===== src/design/bfe_pkg.sv =====
// blowfish block encrypt: shared types, constants and codes
// no dependencies; used by the top, round and sequencer modules
`timescale 1ns / 1ps

package bfe_pkg;

   localparam int DEF_ROUNDS = 16;
   localparam int WORD_W     = 32;
   localparam int BLOCK_W    = 64;
   localparam int IDX_W      = 8;
   localparam int BOX_W      = 2;
   localparam int MODE_W     = 2;
   localparam int SBOX_DEPTH = 256;
   localparam int NUM_BOXES  = 4;
   localparam int REQ_DATA_W = 112;
   localparam int RSP_DATA_W = 64;
   localparam int RSP_USER_W = 1;

   typedef enum logic [MODE_W-1:0] {
      MODE_LOAD_P  = 2'd0,
      MODE_LOAD_S  = 2'd1,
      MODE_XOR_P   = 2'd2,
      MODE_ENCRYPT = 2'd3
   } mode_type;

   typedef enum logic [2:0] {
      ST_IDLE,
      ST_START,
      ST_ROUND,
      ST_FINAL,
      ST_XOR
   } state_type;

   typedef struct packed {
      logic idle;
      logic start;
      logic round;
      logic last;
      logic fin;
      logic xor_st;
   } ctrl_type;

endpackage


===== src/design/bfe_round.sv =====
// blowfish round unit: f function over four s-box words and the half swap
// depends on bfe_pkg
`timescale 1ns / 1ps

module bfe_round (
   input  logic [bfe_pkg::WORD_W-1:0] s0_word,
   input  logic [bfe_pkg::WORD_W-1:0] s1_word,
   input  logic [bfe_pkg::WORD_W-1:0] s2_word,
   input  logic [bfe_pkg::WORD_W-1:0] s3_word,
   input  logic [bfe_pkg::WORD_W-1:0] left,
   input  logic [bfe_pkg::WORD_W-1:0] right,
   input  logic [bfe_pkg::WORD_W-1:0] p_word,
   input  logic                       last,
   output logic [bfe_pkg::WORD_W-1:0] left_next,
   output logic [bfe_pkg::WORD_W-1:0] right_next
);

   logic [bfe_pkg::WORD_W-1:0] sum_ab;
   logic [bfe_pkg::WORD_W-1:0] f_word;
   logic [bfe_pkg::WORD_W-1:0] mix;

   always_comb begin
      sum_ab = s0_word + s1_word;
      f_word = (sum_ab ^ s2_word) + s3_word;
      mix    = right ^ f_word ^ p_word;
      // last round keeps the halves unswapped and whitens the right half
      if (last) begin
         left_next  = left;
         right_next = mix;
      end else begin
         left_next  = mix;
         right_next = left;
      end
   end

endmodule


===== config.mk =====
export PLATFORM = sky130hd
export DESIGN_NAME = bfe_round
export DESIGN_NICKNAME = d
export VERILOG_FILES = /design/src/design/bfe_pkg.sv /design/src/design/bfe_round.sv
export SDC_FILE = /design/constraint.sdc
export NUM_CORES = 1
export LEC_CHECK = 0
export ABC_AREA = 0
export BUFFER_PORTS_ARGS = -buffer_cell sky130_fd_sc_hd__buf_2
export CORE_AREA = 4 4 111 113
export DETAILED_ROUTE_END_ITERATION = 6
export DIE_AREA = 0 0 115 117
export GPL_ROUTABILITY_DRIVEN = 0
export PLACE_DENSITY_LB_ADDON = 0.12
export SLEW_MARGIN = 20
export SYNTH_ARGS = -nofsm -noshare
export SYNTH_HDL_FRONTEND = slang
export SYNTH_SLANG_ARGS = --single-unit

===== constraint.sdc =====
create_clock -name vclk -period 12.5
set_input_delay 1.25 -clock vclk [all_inputs]
set_output_delay 1.25 -clock vclk [all_outputs]
set_load 0.05 [all_outputs]

==> results_dict.tcl <==
set metrics [dict create \
    status "complete, no violations" \
    synthCells 654 \
    power_density_nw_per_um2 159 \
    syn_area_sq_um 4740 \
    first_global_vias 5153 \
    finalHoldViolCount 0 \
    regArea_sq_um 0 \
    die_w_um 115 \
    routedWlPerCell_um 15.0 \
    fin_crit_sh_pct 56.8 \
    die-area_sq_um 13500 \
    cp-end-kind "output port" \
    first_iter_violations 278 \
    start_kind "primary input" \
    ir_worst_vdd_mv 0.146 \
    numPortBuffers 289 \
    yosys_warnings 0 \
    antenna_found_initial 0 \
    drt_wl_total_um 16100 \
    synth_top_cell_by_area "xnor2_1" \
    maxSlewHeadroom_pct 35.4 \
    grt_max_degree 94 \
    drt_first_pass_iters 5 \
    rsz0062_at_grt "false" \
    power_leakage_nw 3.25 \
    max_cap_viol_count 0 \
    cp_data_arrival_time_ns 5.85 \
    crit_type "in2out" \
    viasPerCell 5.17 \
    placedCellCount 1073 \
    multi_input_area_sq_um 4520 \
    syn2layout_area_growth_pct 33.1 \
    overflow 0 \
    dpl.hpwl_um 14600 \
    synth_nets 945 \
    vias 5547 \
    design.core.area_sq_um 11300 \
    finalCriticalPeriod_ns 7.10 \
    seq_cell_count 0 \
    design.portCount 289 \
    holdBufCountCts 0 \
    min_path_type "in2out" \
    final_cells 1073 \
    synth_cell_type_count 62 \
    die_h_um 117 \
    grt_pass1_wl_um 24400 \
    final_max_slew_viol_count 0 \
    startpoint "s0_word[0]" \
    antenna_cells 0 \
    start_util_pct 41.9 \
    drcViolationCount 0 \
    synth_area_leaders "xnor2_1 19%, ha_1 17%, xor2_1 10%" \
    num_rows 39 \
    setup_viol 0 \
    worstPathRequired_ns 11.25 \
    grt_use_total_pct 22.0 \
    nets 1223 \
    post_cts_buffers 0 \
    max_freq_mhz 141 \
    hold_depth 4 \
    min_from "left[17]" \
    cts-resized-gates 0 \
    netlist.area_leader.share_pct 18.7 \
    avgSynthCellArea_sq_um 7.25 \
    critical_path_peak_fanout 5 \
    n_clock_buffer 0 \
    setup_tns_ns 0 \
    nFillCells 1190 \
    tightest_slew_ns 0.970 \
    drive_gt1_share_pct 33.5 \
    seq_area_frac_synth_pct 0 \
    postRouteAntennaNets 0 \
]
layer usage:
metal | routed length (um) | vias to the layer above | GRT usage [%] | part of all wire (%)
met4 | 142 | 0 | 1.72 | 0.88
met3 | 1250 | 10 | 1.75 | 7.8
met5 | 0 | - | 0 | 0
met2 | 7630 | 210 | 39.9 | 47
li1 | - | 2885 | - | -
met1 | 7090 | 2442 | 29.7 | 44
layout make-up:
class	instances	share of cell area, %
inverter	43	2.56
tap	143	2.83
multi-input combinational	598	71.7
timing repair buffer	289	23.0
stage by stage:
stage | util (%) | hold WS [ns] | instance area, sq um | total power, mW | worst slack (ns)
after floorplan | - | 2.77 | 4740 | 0.765 | 5.73
after global placement | 55.8 | 2.90 | 6310 | 1.00 | 5.50
after detailed placement | 55.8 | 2.90 | 6310 | 1.00 | 5.48
after CTS | 55.8 | 2.90 | 6310 | 1.01 | 5.45
after global routing | 55.8 | 2.91 | 6310 | 1.08 | 4.95
final | 55.8 | 2.90 | 6310 | 1.00 | 5.40
worst paths after layout:
path | slack [ns] | to
setup / recovery | 5.40 | left_next[31]
hold / removal | 2.90 | right_next[17]
report_power, final:
group | total [mW] | switching (mW) | internal [mW] | leakage (nW)
Combinational | 1.00 | 0.676 | 0.328 | 3.25
Sequential | 0 | 0 | 0 | 0
Clock | 0 | 0 | 0 | 0
Total | 1.00 | 0.676 | 0.328 | 3.25
cells in the mapped netlist, types with 3 or more instances:
library cell and instances:
nand2_1 63, nand2b_1 4, o21ai_1 31, a21o_1 21
o211a_1 4, nand3_1 6, nor2b_1 5, o21a_1 11
nor3_1 8, xnor2_1 101, o21ai_0 29, mux2i_1 25
ha_1 64, inv_1 43, nor2_1 31, a31o_2 3
o21bai_1 3, and2_1 4, clkbuf_1 10, mux2_2 10
xor2_1 54, o2111ai_1 4, a31oi_1 6, o211ai_1 7
a211oi_1 7, a21oi_1 50, or3_1 4, nand4_1 4
cells in the final DEF (no fill, tap or decap), types with 29 or more instances in the layout:
cell type,count
buf_2,288
nor2_1,31
o21ai_0,29
inv_1,43
xor2_1,54
o21ai_1,31
ha_1,64
nand2_1,63
xnor2_1,101
a21oi_1,50
worst max-delay path: stages:
cell and delay, ns:
buf_2 0.10, ha_1 0.22, inv_1 0.08, fa_1 0.20
nor2b_1 0.07, o211ai_1 0.27, a31oi_1 0.18, o31a_1 0.29
nor2_1 0.21, o21ai_1 0.14, a21o_1 0.19, a21oi_1 0.19
xnor2_1 0.09, ha_1 0.37, o21ai_0 0.11, o21ai_1 0.12
o21ai_0 0.18, o22a_1 0.22, a21bo_1 0.19, a31oi_1 0.33
o221ai_2 0.17, xor2_1 0.18, mux2_2 0.28, buf_2 0.21
logic make-up (layout without fill, tap and decap cells):
group / after synthesis / count (layout) / share of synthesized area (%)
AO/OA/AOI/OAI: 199 / 199 / 26.8
buffers and inverters: 56 / 332 / 4.62
XOR/XNOR: 156 / 156 / 29.2
multiplexers: 35 / 35 / 7.65
AND/OR/NAND/NOR: 142 / 142 / 14.0
adder cells (fa/ha/maj): 66 / 66 / 17.7
(Power assumes the default switching activity.)
