### config.mk
export PLATFORM = sky130hd
export DESIGN_NAME = bfe_seq
export DESIGN_NICKNAME = d
export VERILOG_FILES = /design/src/design/bfe_pkg.sv /design/src/design/bfe_seq.sv
export SDC_FILE = /design/constraint.sdc
export NUM_CORES = 1
export LEC_CHECK = 0
export ABC_CLOCK_PERIOD_IN_PS = 2600
export BUFFER_PORTS_ARGS = -buffer_cell sky130_fd_sc_hd__buf_2
export CAP_MARGIN = 20
export CORE_AREA = 8 8 45 47
export DETAILED_ROUTE_END_ITERATION = 16
export DIE_AREA = 0 0 53 55
export RECOVER_POWER = 50
export SETUP_SLACK_MARGIN = 0.02
export SLEW_MARGIN = 25
export SYNTH_ARGS = -nofsm -noshare
export SYNTH_HDL_FRONTEND = slang
export SYNTH_SLANG_ARGS = --single-unit
### constraint.sdc
create_clock -name clock -period 2.6 [get_ports clock]
set_input_delay 0.39 -clock clock [delete_from_list [all_inputs] [get_ports clock]]
set_output_delay 0.39 -clock clock [all_outputs]
set_load 0.005 [all_outputs]
### src/design/bfe_pkg.sv
// blowfish block encrypt: shared types, constants and codes
// no dependencies; used by the top, round and sequencer modules
`timescale 1ns / 1ps

package bfe_pkg;

   localparam int DEF_ROUNDS = 16;
   localparam int WORD_W     = 32;
   localparam int BLOCK_W    = 64;
   localparam int IDX_W      = 8;
   localparam int BOX_W      = 2;
   localparam int MODE_W     = 2;
   localparam int SBOX_DEPTH = 256;
   localparam int NUM_BOXES  = 4;
   localparam int REQ_DATA_W = 112;
   localparam int RSP_DATA_W = 64;
   localparam int RSP_USER_W = 1;

   typedef enum logic [MODE_W-1:0] {
      MODE_LOAD_P  = 2'd0,
      MODE_LOAD_S  = 2'd1,
      MODE_XOR_P   = 2'd2,
      MODE_ENCRYPT = 2'd3
   } mode_type;

   typedef enum logic [2:0] {
      ST_IDLE,
      ST_START,
      ST_ROUND,
      ST_FINAL,
      ST_XOR
   } state_type;

   typedef struct packed {
      logic idle;
      logic start;
      logic round;
      logic last;
      logic fin;
      logic xor_st;
   } ctrl_type;

endpackage

### src/design/bfe_seq.sv
// blowfish sequencer: request state machine and round counter
// depends on bfe_pkg
`timescale 1ns / 1ps

module bfe_seq #(
   parameter int ROUNDS = bfe_pkg::DEF_ROUNDS,
   localparam int CntW = $clog2(ROUNDS)
) (
   input  logic               clock,
   input  logic               reset,
   input  logic               req_fire,
   input  bfe_pkg::mode_type  req_mode,
   input  logic               rsp_free,
   output bfe_pkg::ctrl_type  ctrl,
   output logic [CntW-1:0]    round_cnt
);

   bfe_pkg::state_type state_ff, state_in;
   logic [CntW-1:0]    cnt_ff, cnt_in;
   logic               cnt_last;

   assign cnt_last = (cnt_ff == CntW'(ROUNDS - 1));

   always_comb begin
      state_in = state_ff;
      cnt_in   = cnt_ff;
      unique case (state_ff)
         bfe_pkg::ST_IDLE: begin
            if (req_fire) begin
               priority if (req_mode == bfe_pkg::MODE_ENCRYPT) begin
                  state_in = bfe_pkg::ST_START;
               end else if (req_mode == bfe_pkg::MODE_XOR_P) begin
                  state_in = bfe_pkg::ST_XOR;
               end else begin
                  state_in = bfe_pkg::ST_IDLE;
               end
            end
         end
         bfe_pkg::ST_START: begin
            state_in = bfe_pkg::ST_ROUND;
            cnt_in   = '0;
         end
         bfe_pkg::ST_ROUND: begin
            if (cnt_last) begin
               state_in = bfe_pkg::ST_FINAL;
            end else begin
               cnt_in = cnt_ff + 1'b1;
            end
         end
         bfe_pkg::ST_FINAL, bfe_pkg::ST_XOR: begin
            if (rsp_free) begin
               state_in = bfe_pkg::ST_IDLE;
            end
         end
         default: begin
            state_in = bfe_pkg::ST_IDLE;
         end
      endcase
   end

   always_comb begin
      ctrl.idle   = (state_ff == bfe_pkg::ST_IDLE);
      ctrl.start  = (state_ff == bfe_pkg::ST_START);
      ctrl.round  = (state_ff == bfe_pkg::ST_ROUND);
      ctrl.last   = (state_ff == bfe_pkg::ST_ROUND) && cnt_last;
      ctrl.fin    = (state_ff == bfe_pkg::ST_FINAL);
      ctrl.xor_st = (state_ff == bfe_pkg::ST_XOR);
   end

   always_ff @(posedge clock) begin
      if (reset) begin
         state_ff <= bfe_pkg::ST_IDLE;
         cnt_ff   <= '0;
      end else begin
         state_ff <= state_in;
         cnt_ff   <= cnt_in;
      end
   end

   assign round_cnt = cnt_ff;

endmodule

==> metrics, run 1 <==
Final Hold Vio Count 0; critical path capture point ctrl[4]; Min-Delay Path Class in -> reg; setup TNS after final layout 0 ns; R2R Path Start state_ff[1]; DR vias 469; WL final 1120 um; Seq/Total Area, Yosys 0.318; Post-CTS Hold Buffers 0; Final ANT Viol Nets 0; layout cells sized above 1 0.275; clock skew ~0.0025 ns; worst path cell trace or3b_2 > inv_1 > buf_2; # Max-Cap Violations 0; crit path launch type register; DR iter-0 viols 7; Syn Area/Cell 8.31 um2; r2r setup slk approximately 0.90 ns; Critical Path AT ~1.6 ns; syn nets 60; mapped cell area roughly 440 um2; vias in the first global route 425; cts repair resizes 0; GR Util All Layers 0.0820; Crit-path slowest cell dfxtp_1; pwr dens 463 nW/um2; CTS Buf Count 3; CTS root buffer clkbuf_4; clock-pin slew on the worst setup and hold paths 0.06 ns; status completed; TritonCTS sink count 7; Final Wtd Congestion 0.672; CTS HTree Levels 1; Worst-Skew Late Latency 0.25 ns; DRC viols 0; post-detailed-route wirelength per cell 13.2 um; initial antenna violation count 0; Crit. End Element primary output; post-DP HPWL 818 um; pin count of the biggest net entering global routing 14; CP Class reg -> out; gate family responsible for the most delay along the worst path flip-flops; GR Overflow Total 0; reg2reg path depth 3; Avg Vias per Cell 5.52; core area roughly 1400 um2; Nets 77; non-filler cells, final 85; # rows 14; placed insts a little over 80; total power 0.000251 W; Distinct cells, synth 30; crit path max fanout 13; min Tclk post-route around 2.0 ns; I/O pin cnt 16; Final Max Tran Viols 0; CTS tree done; Die Height around 55 um; first-pass GRT wire length 1800 um; Slew @ Worst Pin approximately 0.4 ns; Max-slew headroom 0.725; Die Wd 53 um; die area 2920 um2; Final setup viols 0; diode count 0; Post-CTS Setup Bufs 0; unrepaired setup endpoints after global routing false; reg-to-reg endpoint round_cnt[0]; drt first pass iters 5; Yosys warnings 0; setup ws final 0.649 ns; #FFs+latches synth 7; max incr delay on CP 0.55 ns; Fmax just over 0.5 GHz; Worst path depth 3; Post-Place Setup Slack 0.916 ns; CP required 2.21 ns; WHS 0.364 ns; leakage power 0.226 nW; PortBufs 15; Layout area overhead 23.3%; CTS Buffer Depth 2; Mapped Cells 53; CP Buf/Inv Count 2; crit path launch state_ff[0]; Starting Density 0.318; worst vdd ir 0.155 mV; final period utilization 0.751
[stage by stage]
step	utilization	instance area (um2)
global placement	0.377	522
detailed placement	0.377	522
finish	0.392	543
global route	0.392	543
floorplan	-	440
CTS	0.396	548
[report_power, final]
part	total, W	leakage [nW]	internal [W]	switching (W)
sequential	0.000119	0.0567	0.000111	0.00000855
combinational	0.0000312	0.154	0.0000162	0.0000150
clock	0.000101	0.0150	0.0000587	0.0000422
total	0.000251	0.226	0.000186	0.0000658
[state kept, by name (all words and copies together), names as in the netlist]
signal	count
round_cnt	4
state_ff	3
[cells in the final DEF, fill, tap and decap left out, types with 3 or more instances in the layout]
cell type / synthesis / layout
clkbuf_4: 0 / 3
a21oi_1: 4 / 4
inv_1: 3 / 3
dfxtp_1: 7 / 7
buf_2: 2 / 11
nor2_1: 4 / 4
or3_1: 3 / 3
o31ai_1: 3 / 3
clkbuf_1: 1 / 5
[how the worst min path moves through the flow]
stage | cells past startpoint | from | endpoint
2_1_floorplan | 1 | reset | round_cnt[1]
3_3_place_gp | 2 | round_cnt[3] | round_cnt[3]
3_5_place_dp | 2 | round_cnt[3] | round_cnt[3]
4_1_cts | 2 | rsp_free | state_ff[1]
5_1_grt | 2 | rsp_free | state_ff[1]
6_report | 2 | rsp_free | state_ff[1]
[worst reg2reg max path: stages, from the launching register on]
cell	delay, ns
dfxtp_1	0.57
or3b_4	0.47
or3_1	0.37
a211oi_2	0.21
[synth_stat cells]
library cell / n / area share
dfxtp_1: 7 / 0.32
a211oi_2: 1 / 0.028
nor4_1: 1 / 0.014
or3_1: 3 / 0.043
nand2b_1: 1 / 0.014
and3_1: 1 / 0.014
or3b_2: 1 / 0.020
o31ai_1: 3 / 0.051
nand2_1: 1 / 0.0085
a21oi_1: 4 / 0.045
nand4b_1: 1 / 0.020
ha_1: 1 / 0.028
o21ai_0: 2 / 0.023
nor3_1: 1 / 0.011
nand3b_1: 1 / 0.017
buf_2: 2 / 0.023
inv_1: 3 / 0.026
xnor2_1: 1 / 0.020
o211ai_1: 1 / 0.017
or4_1: 2 / 0.034
nor3b_1: 1 / 0.017
a211oi_1: 2 / 0.034
a31oi_1: 1 / 0.014
nor2_1: 4 / 0.034
or3b_4: 1 / 0.026
or4b_2: 1 / 0.023
and4_2: 1 / 0.023
clkbuf_1: 1 / 0.0085
nand3_1: 2 / 0.023
nor4bb_1: 1 / 0.023
[kinds of logic after synthesis]
logic type	share of synthesized area
compound gates	0.213
buf+inv	0.0568
fa+ha+maj	0.0284
simple gates	0.364
xor+xnor	0.0199
flops	0.318
[layer usage]
layer  track usage  wire [um]  part of all wire  up-vias
li1              -          -                 -      234
met5             0          0                 0        -
met1         0.100        588              0.53      217
met4        0.0388          6            0.0054        0
met3        0.0374         81             0.072        2
met2         0.119        442              0.39       16
[cell type report]
class / count / area, um2
repair buffers: 15 / 70.1
fillers: 157 / 841
well taps: 16 / 20.0
inverters: 3 / 11.3
multi-input cells: 40 / 275
flip-flops and latches: 7 / 140
clock buffers: 4 / 26.3
Note: power is estimated with default switching activity, not from simulation.
==> inputs of run 2 (changes only) <==
- ABC_CLOCK_PERIOD_IN_PS: 2600 -> 1800
- clock period: 2.6 -> 1.8 ns (I/O delays scaled with it)
==> run 2 against run 1 <==
  * Sequential share of layout area grew 0.44 points
  * Hold slack got worse by 0.13 ns
  * Power increased by 46%
  * Clock skew decreased by 0.00078 ns
  * Combinational power is 62% higher
  * Cell count increased by 1.2%
  * Die area is the same
  * Sequential cell count is the same
  * Global-route usage is 0.98 points higher
  * Largest power group unchanged
  * Highest routed layer unchanged
==> metrics, run 2 (synthesized netlist as in run 1, its figures left out) <==
status completed; GR Overflow Total 0; Min-Delay Path Class in -> reg; TritonCTS sink count 7; area of the multi-input gates roughly 270 um2; setup TNS after final layout 0 ns; post-DP HPWL 857 um; Int Pwr 0.000269 W; Crit. End Element primary output; CP required 1.53 ns; pin count of the biggest net entering global routing 14; Die Wd 53 um; R2R Path Start round_cnt[0]; non-filler cells, final 86; DR WL met3 105 um; NetSw slightly below 0.0001 W; reg-to-reg endpoint round_cnt[3]; Max-slew headroom 0.803; Post-CTS Hold Buffers 0; Post-CTS Setup Bufs 0; r2r setup slk 0.12 ns; Starting Density 0.318; first-pass GRT wire length about 2000 um; Sw Ratio 0.266; CTS HTree Levels 1; CP Class reg -> out; Comb pwr share 0.137; Nets 78; leakage power 0.227 nW; total power 0.000367 W; PortBufs 15; drt first pass iters 4; pwr dens 663 nW/um2; unrepaired setup endpoints after global routing false; Die Height 55 um; CTS Buf Count 3; Final setup viols 0; GR Util All Layers 0.0918; Slew @ Worst Pin 0.292 ns; initial antenna violation count 0; final period utilization 0.945; die area slightly below 3000 um2; WL final 1190 um; Layout area overhead 25.6%; clock group share of total power 0.403; highest routed layer met4; crit path launch type register; Worst-Skew Late Latency 0.26 ns; met2 wire len between 400 and 500 um; placed insts 82; Hold EP state_ff[1]; I/O pin cnt 16; crit path max fanout 13; CTS Buffer Depth 2; M1 WL 583 um; Final ANT Viol Nets 0; clock skew approximately 0.0017 ns; Fmax 0.588 GHz; Final Hold Vio Count 0; Final Max Tran Viols 0; CTS root buffer clkbuf_4; DR vias roughly 460; CTS tree done; max reg flops 4; Critical Path AT 1.43 ns; Sequential Area 145 um2; # Max-Cap Violations 0; hold_sp rsp_free; diode count 0; commonest non-fill, non-tap cells in the layout buf_2 (11), clkbuf_1 (5), dfxtp_1 (5); reg2reg path depth 4; post-detailed-route wirelength per cell about 14 um; # fillers between 150 and 200; vias in the first global route 492; DR iter-0 viols 8; clock-pin slew on the worst setup and hold paths roughly 0.050 ns; layout cells sized above 1 0.300; min Tclk post-route 1.70 ns; Avg Vias per Cell 5.40; DRC viols 0; commonest non-fill, non-tap cell in the layout buf_2; Final Wtd Congestion around 0.70; worst vdd ir approximately 0.49 mV; part of the power in registers 0.459; Hold Path Cell Cnt 2; core area roughly 1400 um2; # rows 14
run 2: how the worst max path moves through the flow:
stage / startpoint / end / slack (ns) / depth (start not counted)
after global placement: round_cnt[0] / round_cnt[3] / 0.21 / 4
after global routing: state_ff[0] / ctrl[4] / 0.04 / 3
after CTS: state_ff[2] / ctrl[4] / 0.04 / 3
after detailed placement: round_cnt[0] / round_cnt[3] / 0.18 / 4
after floorplan: round_cnt[0] / round_cnt[3] / 0.23 / 4
final: state_ff[0] / ctrl[4] / 0.1 / 3
run 2: timing repair:
item / in CTS / in global routing
endpoints found under the setup margin: 1 / 1
pin swaps: 0 / 0
gates resized for setup: 1 / 2
hold endpoints to repair: 0 / 0
run 2: stage by stage:
| step | setup WS (ns) | hold slack (ns) | instance area (um2) | util |
|---|---|---|---|---|
| CTS | 0.0393 | 0.224 | 557 | 0.402 |
| detailed placement | 0.184 | 0.496 | 529 | 0.382 |
| global placement | 0.209 | 0.493 | 529 | 0.382 |
| global route | 0.0369 | 0.219 | 553 | 0.400 |
| finish | 0.0985 | 0.230 | 553 | 0.400 |
| floorplan | 0.227 | 0.339 | 440 | - |
run 2: power groups by stage:
| stage | registers, W | logic (W) | clock network, W |
|---|---|---|---|
| after detailed placement | 0.000172 | 0.0000519 | 0 |
| after CTS | 0.000169 | 0.0000525 | 0.000151 |
| after global placement | 0.000172 | 0.0000512 | 0 |
| after global routing | 0.000170 | 0.0000569 | 0.000165 |
| after floorplan | 0.000167 | 0.0000349 | 0 |
| final | 0.000168 | 0.0000504 | 0.000148 |
run 2: final cells by class:
type,count,share of cell area
tap,16,0.0362
clock buffer,4,0.0475
sequential,7,0.262
inverter,3,0.0204
timing repair buffer,16,0.140
multi-input combinational,40,0.493
run 2: per-layer routing:
metal,vias to the layer above,global-route usage
li1,236,-
met1,209,0.100
met2,17,0.148
met3,2,0.0535
met4,0,0.0259
met5,-,0
run 2: worst max-delay path, stage by stage, from the launching register on:
cell     delay (ns)
dfxtp_4        0.41
or3b_2         0.47
inv_1          0.15
buf_2          0.14
==> inputs of run 3 (changes only) <==
- CTS_BUF_LIST: not set -> sky130_fd_sc_hd__clkbuf_4
==> run 3 against run 2 <==
  * Sequential power is essentially flat
  * Combinational power barely moved
  * Clock skew is essentially flat
  * Register-to-register slack better by 0.04 ns
  * Sequential cell count unchanged
  * Non-clock buffer count is the same
  * Global-route usage decreased by 0.16 points
  * Setup slack lost 0.00068 ns
  * Core utilization grew 0.27 points
  * Critical path type unchanged
  * Highest routed layer unchanged
==> metrics, run 3 (synthesized netlist as in run 1, its figures left out) <==
status completed; I/O pin cnt 16; CP Class reg -> out; Int Pwr 0.000284 W; final period utilization 0.946; Post-Place Setup Slack roughly 0.18 ns; crit path max fanout 13; CTS HTree Levels 1; layout cells sized above 1 0.314; setup ws final 0.0978 ns; post-detailed-route wirelength per cell 13.6 um; reg2reg path depth 4; CTS Buf Count 3; Avg Vias per Cell about 5.4; Comb pwr share 0.132; WHS ~0.23 ns; drt first pass iters 4; fin util 0.402; pwr dens 685 nW/um2; GR Util All Layers 0.0902; Post-CTS Setup Bufs 0; Final Hold Vio Count 0; Critical Path AT around 1.4 ns; Final setup viols 0; # rows 14; CTS Buffer Depth 2; diode count 0; Layout area overhead 26.4%; post-DP HPWL 857 um; CP required 1.53 ns; unrepaired setup endpoints after global routing false; commonest non-fill, non-tap cell in the layout buf_2; setup TNS after final layout 0 ns; vias in the first global route 480; Post-CTS Hold Buffers 0; commonest non-fill, non-tap cells in the layout buf_2 (11), dfxtp_1 (5); part of the power in registers 0.441; CTS root buffer clkbuf_4; max incr delay on CP 0.47 ns; leakage power around 0.23 nW; Sw Ratio 0.255; Crit-path slowest cell or3b_2; DR vias 463; Final Wtd Congestion 0.697; total power 0.000381 W; Starting Density 0.318; Final ANT Viol Nets 0; Fmax 0.587 GHz; # fillers 154; NetSw between 0.00009 and 0.0001 W; initial antenna violation count 0; worst vdd ir 0.485 mV; clock-pin slew on the worst setup and hold paths 0.05 ns; Hold Path Cell Cnt 2; clock skew 0.00165 ns; crit path launch type register; die area ~3000 um2; min Tclk post-route about 1.7 ns; max reg flops 4; Die Wd roughly 53 um; Slew @ Worst Pin 0.292 ns; # Max-Cap Violations 0; PortBufs 15; worst path cell trace or3b_2 > inv_1 > buf_2; Worst-Skew Late Latency 0.26 ns; core area 1380 um2; CTS tree done; GR Overflow Total 0; Final Max Tran Viols 0; Max-slew headroom 0.803; DRC viols 0; pin count of the biggest net entering global routing 14; first-pass GRT wire length ~2000 um; WL final 1170 um; TritonCTS sink count 7; clock group share of total power 0.426; Min-Delay Path Class in -> reg; Nets 78; Die Height 55 um; Crit. End Element primary output; DR iter-0 viols 10
-- run 3: cell count changes in the layout (fill, tap and decap cells not counted) --
cell      previous run  this run
clkbuf_4             3         4
clkbuf_1             5         4
-- run 3: worst paths after layout --
kind / startpoint / to / slack (ns)
min reg2reg: state_ff[0] / state_ff[2] / 0.52
max: state_ff[0] / ctrl[4] / 0.1
max reg2reg: round_cnt[0] / round_cnt[3] / 0.16
min: rsp_free / state_ff[1] / 0.23
-- run 3: power by group through the flow --
stage	clock, W	sequential [W]	combinational [W]
floorplan	0	0.000167	0.0000349
global placement	0	0.000172	0.0000512
detailed placement	0	0.000172	0.0000519
CTS	0.000166	0.000169	0.0000525
global route	0.000181	0.000170	0.0000568
finish	0.000163	0.000168	0.0000504
-- run 3: stage by stage --
stage,instances,instance area [um2]
after floorplan,53,440
after global placement,82,529
after detailed placement,82,529
after CTS,86,561
after global routing,86,557
final,86,557
-- run 3: area by class of cell --
class,instances,area (um2),share of cell area
inverter,3,11.3,0.0202
multi-input combinational,40,273,0.490
sequential,7,145,0.261
timing repair buffer,16,77.6,0.139
clock buffer,4,30.0,0.0539
tap,16,20.0,0.0360
-- run 3: metal layers --
layer,GRT usage,up-vias,share of wire
met5,0,-,0
met2,0.143,17,0.41
li1,-,238,-
met1,0.100,206,0.49
met3,0.0535,2,0.091
met4,0.0259,0,0.0051
-- run 3: worst max-delay path, delay by kind of cell, from the launching register on --
kind,cells,cell delay [ns]
simple gates,1,0.47
flops,1,0.41
buf+inv,2,0.29
-- run 3: what timing repair did --
action | in CTS | in global routing
resized for setup | 1 | 2
hold endpoints to repair | 0 | 0
endpoints found under the setup margin | 1 | 1
